<file path="src/sv/ffrx_pkg.sv">
package ffrx_pkg;

  localparam int unsigned ByteW      = 8;
  localparam int unsigned ValueW     = 16;
  localparam int unsigned FrameLen   = 10;
  localparam int unsigned PayloadLen = 7;
  localparam int unsigned CountW     = 4;
  localparam int unsigned CfgIdxW    = 1;
  localparam int unsigned OutDataW   = 56;

  localparam logic [ByteW-1:0] SyncFirstRst  = 8'd64;
  localparam logic [ByteW-1:0] SyncSecondRst = 8'd94;

  typedef enum logic [CfgIdxW-1:0] {
    CFG_SYNC_FIRST  = 1'b0,
    CFG_SYNC_SECOND = 1'b1
  } cfg_idx_e;

  localparam logic [CountW-1:0] CntHunt     = 4'd0;
  localparam logic [CountW-1:0] CntSecond   = 4'd1;
  localparam logic [CountW-1:0] CntPayload  = 4'd2;
  localparam logic [CountW-1:0] CntChecksum = CountW'(FrameLen - 1);

  typedef struct packed {
    logic [ValueW-1:0] value_c;
    logic [ValueW-1:0] value_b;
    logic [ValueW-1:0] value_a;
    logic [ByteW-1:0]  command;
  } result_t;

  typedef struct packed {
    logic              in_frame;
    logic [CountW-1:0] byte_count;
  } dfr_status_t;

endpackage

</file>
<file path="src/sv/ffrx_deframer.sv">
module ffrx_deframer (
  input  logic                    clk_i,
  input  logic                    rst_ni,
  input  logic                    accept_i,
  input  logic [ffrx_pkg::ByteW-1:0] rx_byte_i,
  input  logic [ffrx_pkg::ByteW-1:0] sync_first_i,
  input  logic [ffrx_pkg::ByteW-1:0] sync_second_i,
  output logic                    res_valid_o,
  output ffrx_pkg::result_t       res_o,
  output ffrx_pkg::dfr_status_t   status_o
);
  import ffrx_pkg::*;

  logic [CountW-1:0] count_q, count_d;
  logic [ByteW-1:0]  sum_q, sum_d;
  logic [ByteW-1:0]  payload_q [PayloadLen];

  always_comb begin
    count_d     = count_q;
    sum_d       = sum_q;
    res_valid_o = 1'b0;
    if (accept_i) begin
      if (count_q == CntHunt) begin
        if (rx_byte_i == sync_first_i) begin
          count_d = CntSecond;
          sum_d   = rx_byte_i;
        end
      end else if (count_q == CntSecond) begin
        if (rx_byte_i == sync_second_i) begin
          count_d = CntPayload;
          sum_d   = sum_q + rx_byte_i;
        end else begin
          count_d = CntHunt;
          sum_d   = '0;
        end
      end else if (count_q < CntChecksum) begin
        count_d = count_q + 1'b1;
        sum_d   = sum_q + rx_byte_i;
      end else begin
        count_d     = CntHunt;
        sum_d       = '0;
        res_valid_o = (rx_byte_i == sum_q);
      end
    end
  end

  always_ff @(posedge clk_i or negedge rst_ni) begin
    if (!rst_ni) begin
      count_q <= CntHunt;
      sum_q   <= '0;
    end else begin
      count_q <= count_d;
      sum_q   <= sum_d;
    end
  end

  for (genvar i = 0; i < PayloadLen; i++) begin : g_payload
    always_ff @(posedge clk_i) begin
      if (accept_i && count_q == CountW'(i + 2)) begin
        payload_q[i] <= rx_byte_i;
      end
    end
  end

  assign res_o.command = payload_q[0];
  assign res_o.value_a = {payload_q[1], payload_q[2]};
  assign res_o.value_b = {payload_q[3], payload_q[4]};
  assign res_o.value_c = {payload_q[5], payload_q[6]};

  assign status_o.in_frame   = (count_q != CntHunt);
  assign status_o.byte_count = count_q;

endmodule

</file>
<file path="src/sv/ffrx_out_buf.sv">
module ffrx_out_buf (
  input  logic              clk_i,
  input  logic              rst_ni,
  input  logic              res_valid_i,
  input  ffrx_pkg::result_t res_i,
  output logic              room_o,
  output logic              m_tvalid_o,
  input  logic              m_tready_i,
  output ffrx_pkg::result_t m_res_o
);
  import ffrx_pkg::*;

  logic    out_valid_q, skid_valid_q;
  result_t out_q, skid_q;
  logic    advance;

  assign advance = !out_valid_q || m_tready_i;

  always_ff @(posedge clk_i or negedge rst_ni) begin
    if (!rst_ni) begin
      out_valid_q  <= 1'b0;
      skid_valid_q <= 1'b0;
    end else if (advance) begin
      out_valid_q  <= skid_valid_q || res_valid_i;
      skid_valid_q <= 1'b0;
    end else if (res_valid_i) begin
      skid_valid_q <= 1'b1;
    end
  end

  always_ff @(posedge clk_i) begin
    if (advance) begin
      out_q <= skid_valid_q ? skid_q : res_i;
    end else if (res_valid_i) begin
      skid_q <= res_i;
    end
  end

  assign room_o     = !skid_valid_q;
  assign m_tvalid_o = out_valid_q;
  assign m_res_o    = out_q;

endmodule

</file>
<file path="src/sv/fixed_frame_receiver_sum_check.sv">
// Channel | Direction | Payload
// s_axis  | in        | tdata[7:0] rx_byte
// m_axis  | out       | tdata[7:0] command, [23:8] value_a, [39:24] value_b, [55:40] value_c
// cfg     | in        | index 0 sync_first, index 1 sync_second
//
// One word is accepted per cycle while s_axis_tready is high, advancing the frame state.
// A result is registered into the output register, or the skid entry while it is stalled.
// A two-entry output buffer holds results, so s_axis_tready only drops while both are full.
// Reset restores the sync bytes to '@' and '^' and returns to hunting for a start word.
module fixed_frame_receiver_sum_check (
  input  logic                           clk_i,
  input  logic                           rst_ni,
  input  logic                           s_axis_tvalid,
  output logic                           s_axis_tready,
  input  logic [ffrx_pkg::ByteW-1:0]     s_axis_tdata,   // [7:0] rx_byte
  output logic                           m_axis_tvalid,
  input  logic                           m_axis_tready,
  output logic [ffrx_pkg::OutDataW-1:0]  m_axis_tdata,   // command, value_a, value_b, value_c
  input  logic                           cfg_we_i,
  input  logic [ffrx_pkg::CfgIdxW-1:0]   cfg_idx_i,
  input  logic [ffrx_pkg::ByteW-1:0]     cfg_wdata_i
);
  import ffrx_pkg::*;

  logic [ByteW-1:0] sync_first_q, sync_second_q;
  logic             accept, res_valid;
  result_t          res, m_res;
  dfr_status_t      status;

  always_ff @(posedge clk_i or negedge rst_ni) begin
    if (!rst_ni) begin
      sync_first_q  <= SyncFirstRst;
      sync_second_q <= SyncSecondRst;
    end else if (cfg_we_i) begin
      unique case (cfg_idx_e'(cfg_idx_i))
        CFG_SYNC_FIRST:  sync_first_q  <= cfg_wdata_i;
        CFG_SYNC_SECOND: sync_second_q <= cfg_wdata_i;
        default: ;
      endcase
    end
  end

  assign accept = s_axis_tvalid && s_axis_tready;

  ffrx_deframer u_deframer (
    .clk_i         (clk_i),
    .rst_ni        (rst_ni),
    .accept_i      (accept),
    .rx_byte_i     (s_axis_tdata),
    .sync_first_i  (sync_first_q),
    .sync_second_i (sync_second_q),
    .res_valid_o   (res_valid),
    .res_o         (res),
    .status_o      (status)
  );

  ffrx_out_buf u_out_buf (
    .clk_i       (clk_i),
    .rst_ni      (rst_ni),
    .res_valid_i (res_valid),
    .res_i       (res),
    .room_o      (s_axis_tready),
    .m_tvalid_o  (m_axis_tvalid),
    .m_tready_i  (m_axis_tready),
    .m_res_o     (m_res)
  );

  assign m_axis_tdata = m_res;

  a_count_range: assert property (@(posedge clk_i) disable iff (!rst_ni)
    status.byte_count <= CntChecksum)
    else $error("frame byte count out of range");

  a_result_at_checksum: assert property (@(posedge clk_i) disable iff (!rst_ni)
    res_valid |-> accept && status.in_frame && status.byte_count == CntChecksum)
    else $error("result raised outside the checksum word");

  a_result_reaches_out: assert property (@(posedge clk_i) disable iff (!rst_ni)
    res_valid |=> m_axis_tvalid)
    else $error("result lost before the output register");

  a_stall_only_when_full: assert property (@(posedge clk_i) disable iff (!rst_ni)
    !s_axis_tready |-> m_axis_tvalid)
    else $error("input stalled with an empty output register");

endmodule

</file>
<file path="config.mk">
export PLATFORM = sky130hd
export DESIGN_NAME = fixed_frame_receiver_sum_check
export DESIGN_NICKNAME = d
export VERILOG_FILES = /design/src/sv/ffrx_pkg.sv /design/src/sv/ffrx_deframer.sv /design/src/sv/ffrx_out_buf.sv /design/src/sv/fixed_frame_receiver_sum_check.sv
export SDC_FILE = /design/constraint.sdc
export NUM_CORES = 1
export LEC_CHECK = 0
export BUFFER_PORTS_ARGS = -buffer_cell sky130_fd_sc_hd__buf_2
export CAP_MARGIN = 0
export CORE_AREA = 2 2 135 137
export CTS_BUF_LIST = sky130_fd_sc_hd__clkbuf_4
export DETAILED_ROUTE_END_ITERATION = 12
export DIE_AREA = 0 0 137 139
export SLEW_MARGIN = 30
export SYNTH_ARGS = -nofsm -noshare
export SYNTH_HDL_FRONTEND = slang
export SYNTH_HIERARCHICAL = 1
export SYNTH_SLANG_ARGS = --single-unit
</file>
<file path="constraint.sdc">
create_clock -name clk_i -period 6.25 [get_ports clk_i]
set_clock_uncertainty 0.15 [all_clocks]
set_input_delay 1.25 -clock clk_i [delete_from_list [all_inputs] [get_ports clk_i]]
set_output_delay 1.25 -clock clk_i [all_outputs]
set_load 0.005 [all_outputs]
</file>
==> After elaboration in Yosys (flattened, before gate mapping) <==
Memory sizes are Yosys's and may differ from the RTL's.
Cells that the tools add are included.
{ "word_totals": {"reg_bits": 142, "mem_bits_rw": 56, "output_inout_bits": 58, "word_cells": 105, "memories": 1} }
{ "mem_list": {"columns": ["memory", "depth", "word_bits", "read_ports", "rd_clocked_by_memory_dff", "wr", "line", "source"], "rows": [
  ["u_deframer.payload_q", 7, 8, 7, 0, 1, "ffrx_deframer.sv:16", "logic [ByteW-1:0] payload_q [PayloadLen];"]
]} }
{ "op_classes": {"add_sub_neg": 2, "n_lt_le_gt_ge": 1, "eq_ne": 12, "muxes": 49, "bitwise": 2, "n_reduce_logical": 24} }
{ "op_table": {"columns": ["op", "n"], "rows": [
  ["$mux 8", 11],
  ["$mux 56", 1],
  ["$reduce_or 8->1", 6],
  ["$mux 1", 26],
  ["$eq 8x8->1", 3],
  ["$mux 3", 6],
  ["$eq 4x3->1 const B", 4],
  ["$mux 4", 4],
  ["$add 8x8->8", 1],
  ["$eq 4x2->1 const B", 2],
  ["$logic_and 1x1->1", 8],
  ["$reduce_and 2->1", 4],
  ["$add 4x1->4 const B", 1],
  ["$eq 4x1->1 const B", 1],
  ["$eq 4x4->1 const B", 1],
  ["$logic_not 4->1", 1],
  ["$lt 4x4->1 const B", 1],
  ["$logic_not 1->1", 2],
  ["$logic_or 1x1->1", 2],
  ["$mux 2", 1],
  ["$ne 2x2->1 const B", 1],
  ["$not 1->1", 2],
  ["$reduce_bool 2->1", 1]
]} }

==> Longest topological paths before layout <==
{ "depth": {"word_depth": 12, "mapped_depth": 9, "mapped_depth_nobuf": 9} }

==> Cells and area by module <==
The synthesis kept the hierarchy.
{ "modules_own_cells": {"columns": ["module", "n_inst", "cells_each", "area_per_inst_um2", "seq_area_each_um2"], "rows": [
  ["ffrx_out_buf", 1, 183, 4189.0, 3413.3],
  ["ffrx_deframer", 1, 208, 2987.9, 1981.9],
  ["fixed_frame_receiver_sum_check", 1, 36, 628.1, 407.9]
]} }

==> Least setup slack after synthesis <==
OpenSTA, ideal clock, no wires.
{ "synth_path": {"path_type": "in2reg", "from": "in m_axis_tready", "to": "reg u_out_buf/skid_q[0] (netlist bit) (enable)", "setup_time_ps": 470, "t_arrival_ps": 5156, "t_required_ps": 5630, "path_slack_ps": 474, "stages": 2, "n_path_buf": 0, "path_cell_list": "nand2b_1 > nor2_1"} }
{ "synth_via": {"elab_chain_len": 3} }
{ "synth_rtl": {"columns": ["item", "line", "source"], "rows": [
  ["start: declaration", "fixed_frame_receiver_sum_check.sv:17", "input logic m_axis_tready,"],
  ["$logic_or 1x1->1", "ffrx_out_buf.sv:17", "assign advance = !out_valid_q || m_tready_i;"],
  ["$not 1->1 (no line)", null, null],
  ["$reduce_and 2->1 (no line)", null, null],
  ["end signal: assignment", "ffrx_out_buf.sv:35", "skid_q <= res_i;"],
  ["end: declaration", "ffrx_out_buf.sv:14", "result_t out_q, skid_q;"]
]} }
Every way passes these cells.
A chain may end at the register's enable or synchronous reset.

==> Final worst setup path <==
{ "layout_path": {"from": "in s_axis_tdata[3] (netlist bit)", "to": "reg u_out_buf/skid_q[41] (netlist bit) (enable)"} }
{ "layout_via": {"elab_chain_len": 6} }
{ "layout_rtl": {"columns": ["item", "line", "source"], "rows": [
  ["start: declaration", "fixed_frame_receiver_sum_check.sv:15", "input logic [ffrx_pkg::ByteW-1:0] s_axis_tdata,"],
  ["$eq 8x8->1", "ffrx_deframer.sv:42", "res_valid_o = (rx_byte_i == sum_q);"],
  ["$mux 1", "ffrx_deframer.sv:36", "end else if (count_q < CntChecksum) begin"],
  ["$mux 1", "ffrx_deframer.sv:28", "end else if (count_q == CntSecond) begin"],
  ["$mux 1", "ffrx_deframer.sv:23", "if (count_q == CntHunt) begin"],
  ["$mux 1", "ffrx_deframer.sv:22", "if (accept_i) begin"],
  ["named net res_valid", "fixed_frame_receiver_sum_check.sv:26", "logic accept, res_valid;"],
  ["$reduce_and 2->1 (no line)", null, null]
]} }
The timed path passes the listed nets, and every way through them passes these cells.

==> key figures <==
Power
  • Part of the power in registers: approximately three fifths
  • Peak supply drop: roughly 0.13 mV
  • Clock share of power: around 22%
  • Pwr Density: around 320 nW/um^2
  • Switching power: about 0.79 mW
  • Switching portion of total power: 28.32%
  • P_leak: ~3.2 nW
  • Cell internal pwr: around 2 mW
  • Comb power frac: ~19%

STA
  • Worst-Margin Slew: ~830 ps
  • Crit path time final: around 3300 ps
  • Final setup violating endpoints: 0
  • Slew headroom: 44.71%
  • Fin crit share: a little over half
  • Setup_tns: 0 ps
  • Final hold violations: 0
  • Fin. max-slew vios: 0
  • RSZ-0062 raised after global routing: no
  • Fmax: around 300 MHz

Clocking
  • CTS clk-pin slew, worst paths: 150 ps
  • CTS tree: done
  • Worst-skew pair later-pin latency: 570 ps
  • # Post-CTS Setup Buffers: 0
  • CTS sink cnt: about 200
  • Clk buf depth: 2
  • CTS Buf Count: 17
  • CTS Root Cell: clkbuf_4
  • Number of H-tree levels: 4
  • Hold-fix buffers, CTS: 0
  • Post-cts repair resize count: 0

Worst hold path
  • Worst Hold Class: flip-flop to flip-flop
  • Min-Delay Startpoint: u_deframer/payload_q[2][0]
  • Hold Path Cell Cnt: 0
  • Hold EP: u_out_buf/skid_q[8]

Final layout
  • Layout Area Growth over Synthesis: 11.99%
  • Fillcell total: approximately 1.5k
  • Fin util: between 40% and 50%
  • Commonest cells after routing, fill and taps aside: edfxtp_1 (168), buf_2 (79), mux2_2 (54)
  • Total Nets Final: between 500 and 600
  • Share of layout cells above drive strength 1: 39.85%
  • Antenna diode count: 0
  • Multi-input gate area: 1897 sq um
  • Most common cell after layout, fill and taps aside: edfxtp_1
  • Register area: 5804 sq um

Placement
  • Port bufs: roughly 80
  • Routability Congestion: slightly below 0.8
  • HPWL after detailed placement: 8.895 mm

Die
  • Die ar.: 19040 sq um
  • # rows: a little under 50
  • Chip Width: around 140 um
  • I/O Pins: 80
  • Initial Util: roughly 44%
  • Floorplan core area: between 15000 and 20000 sq um
  • Die boundary height: around 140 um

Setup path
  • Reg2reg start: u_deframer/sum_q[6]
  • CP Class: input pin to flip-flop
  • Crit path largest cell delay: ~390 ps
  • R2r setup slk: around 3500 ps
  • Arrival time at the worst endpoint: between 3000 and 4000 ps
  • Crit. End Element: flip-flop
  • Top delay family on crit path: simple AND/OR/NAND/NOR gates
  • FF-to-FF path depth: 6
  • Crit-path cells: buf_2 -> ha_1 -> nor4_1 -> nand4_1 -> nor2_1 -> inv_1 -> nor2_4 -> buf_4
  • Worst path bufs/invs: 3
  • Slowest CP cell: buf_4
  • FF-to-FF End: u_out_buf/skid_q[41]
  • Worst path required time: 6350 ps
  • CP Launch Type: input pin
  • Critical path peak fanout: 24

Synthesis
  • Netlist cell types: 57
  • Mapped Nets: roughly 460
  • Sequential area share after synthesis: between 70% and 80%
  • Post-synth top area cell: edfxtp_1
  • Post-synth EDFFs: 168
  • Post-synth top area share: approximately 65%
  • Yosys warns: 6
  • Top cells by area, synth: edfxtp_1 (65%), mux2_2 (7.8%), dfrtp_1 (7.7%), mux2_4 (3.5%), dfstp_2 (2.0%)
  • Post-Synthesis Cells: approximately 430
  • Top_reg_cell synth: edfxtp_1
  • Synthesized flop and latch total: ~200
  • Async S/R FF share, synth: roughly 15%
  • Syn Area/Cell: roughly 18 sq um
  • Synthesized area: just under 8000 sq um

Drt
  • Routed WL: roughly 13 mm
  • DRT Pass-1 Iters: 7
  • Vias after detailed routing: about 3.8k
  • Post-route ant nets: 0
  • DR vias/cell: between 4 and 5
  • Initial drt markers: 250
  • DRC viols: 0
  • Routed len/inst: about 18 um

Run status
  • Status: complete, no violations

Global route
  • Largest net degree at the start of global routing: 59
  • Total grt overflow: 0
  • Initial antenna violation count: 0
  • Total Routing Usage GR: between 10% and 20%
  • Vias in the first global route: about 3.7k
  • First-pass GRT wire length: ~21 mm

Job
  • Number of max-cap violations: 0
-- worst register-to-register path, stage by stage (launching register included) --
cell and delay [ps]:
dfrtp_1 420, ha_1 350, or4_1 520, nor2_1 130
inv_1 80, nor2_4 340, buf_4 390
-- registers in the layout (all words and copies together), names as in the netlist --
name,flops
u_deframer/payload_q,56
u_out_buf/m_res_o,56
u_out_buf/skid_q,56
sync_first_q,8
sync_second_q,8
u_deframer/sum_q,8
u_deframer/count_q,4
u_out_buf/m_tvalid_o,1
u_out_buf/skid_valid_q,1
-- worst max-delay path by stage --
| stage | start | end | slack (ps) | cells after the start |
|---|---|---|---|---|
| final | s_axis_tdata[3] | u_out_buf/skid_q[41] | 2990 | 8 |
| after global routing | s_axis_tdata[3] | u_out_buf/skid_q[32] | 2860 | 8 |
| after CTS | s_axis_tdata[4] | u_out_buf/skid_q[32] | 2480 | 7 |
| after detailed placement | s_axis_tdata[4] | u_out_buf/skid_q[49] | 1870 | 7 |
| after global placement | s_axis_tdata[4] | u_out_buf/skid_q[51] | 1940 | 7 |
| after floorplan | m_axis_tready | u_out_buf/skid_q[0] | 470 | 2 |
-- power by group through the flow --
stage               sequential [mW]  clock (mW)  combinational (mW)
finish                         1.62       0.623               0.539
global placement               1.65           0               0.526
detailed placement             1.65           0               0.533
CTS                            1.62       0.640               0.538
floorplan                      1.63           0               0.398
global route                   1.64       0.700               0.607
-- cells by family after synthesis --
logic type	after synthesis	share of synthesized area, %
xor+xnor	20	2.244
compound gates	40	3.559
mux	73	11.38
flops	198	74.35
buf+inv	22	1.539
simple gates	61	4.745
fa+ha+maj	13	2.180
-- metrics by stage --
step	instances	cell area (sq um)	total power, mW	setup slack (ps)	hold WS, ps
detailed placement	728	8454	2.184	1866	284.4
global route	761	8741	2.943	2857	328.8
global placement	728	8449	2.173	1943	284.1
finish	761	8741	2.781	2994	314.8
CTS	760	8713	2.799	2484	317.2
floorplan	427	7805	2.025	474.3	272.2
-- layout make-up --
class / instances / area share (%)
flip-flops and latches: 198 / 66.40
multi-input cells: 207 / 21.70
repair buffers: 84 / 5.182
well taps: 229 / 3.278
clock buffers: 18 / 1.546
clock inverters: 14 / 1.417
inverters: 11 / 0.4724
-- per-layer routing --
metal	wire, um	GRT usage [%]	part of all wire (%)
met1	6422	21.19	48
met2	6132	21.73	46
met5	0	0	0
met4	218	5.263	1.6
met3	609	3.765	4.6
-- synthesized netlist by cell type, types with 2 or more instances --
| library cell | count |
|---|---|
| a21oi_1 | 10 |
| edfxtp_1 | 168 |
| buf_2 | 6 |
| nand4_1 | 3 |
| xnor2_1 | 13 |
| and4_1 | 2 |
| dfstp_2 | 6 |
| nor3b_1 | 2 |
| nand2_1 | 15 |
| mux2_4 | 18 |
| nor2b_1 | 2 |
| ha_1 | 12 |
| dfrtp_1 | 24 |
| nor2_1 | 9 |
| and2_1 | 4 |
| mux2_2 | 54 |
| o21ai_0 | 10 |
| a22oi_1 | 5 |
| buf_6 | 4 |
| xor2_1 | 7 |
| nor3_2 | 2 |
| inv_1 | 11 |
| nand3_1 | 4 |
| nand2b_1 | 3 |
No activity file was read; power rests on OpenSTA's default activity.
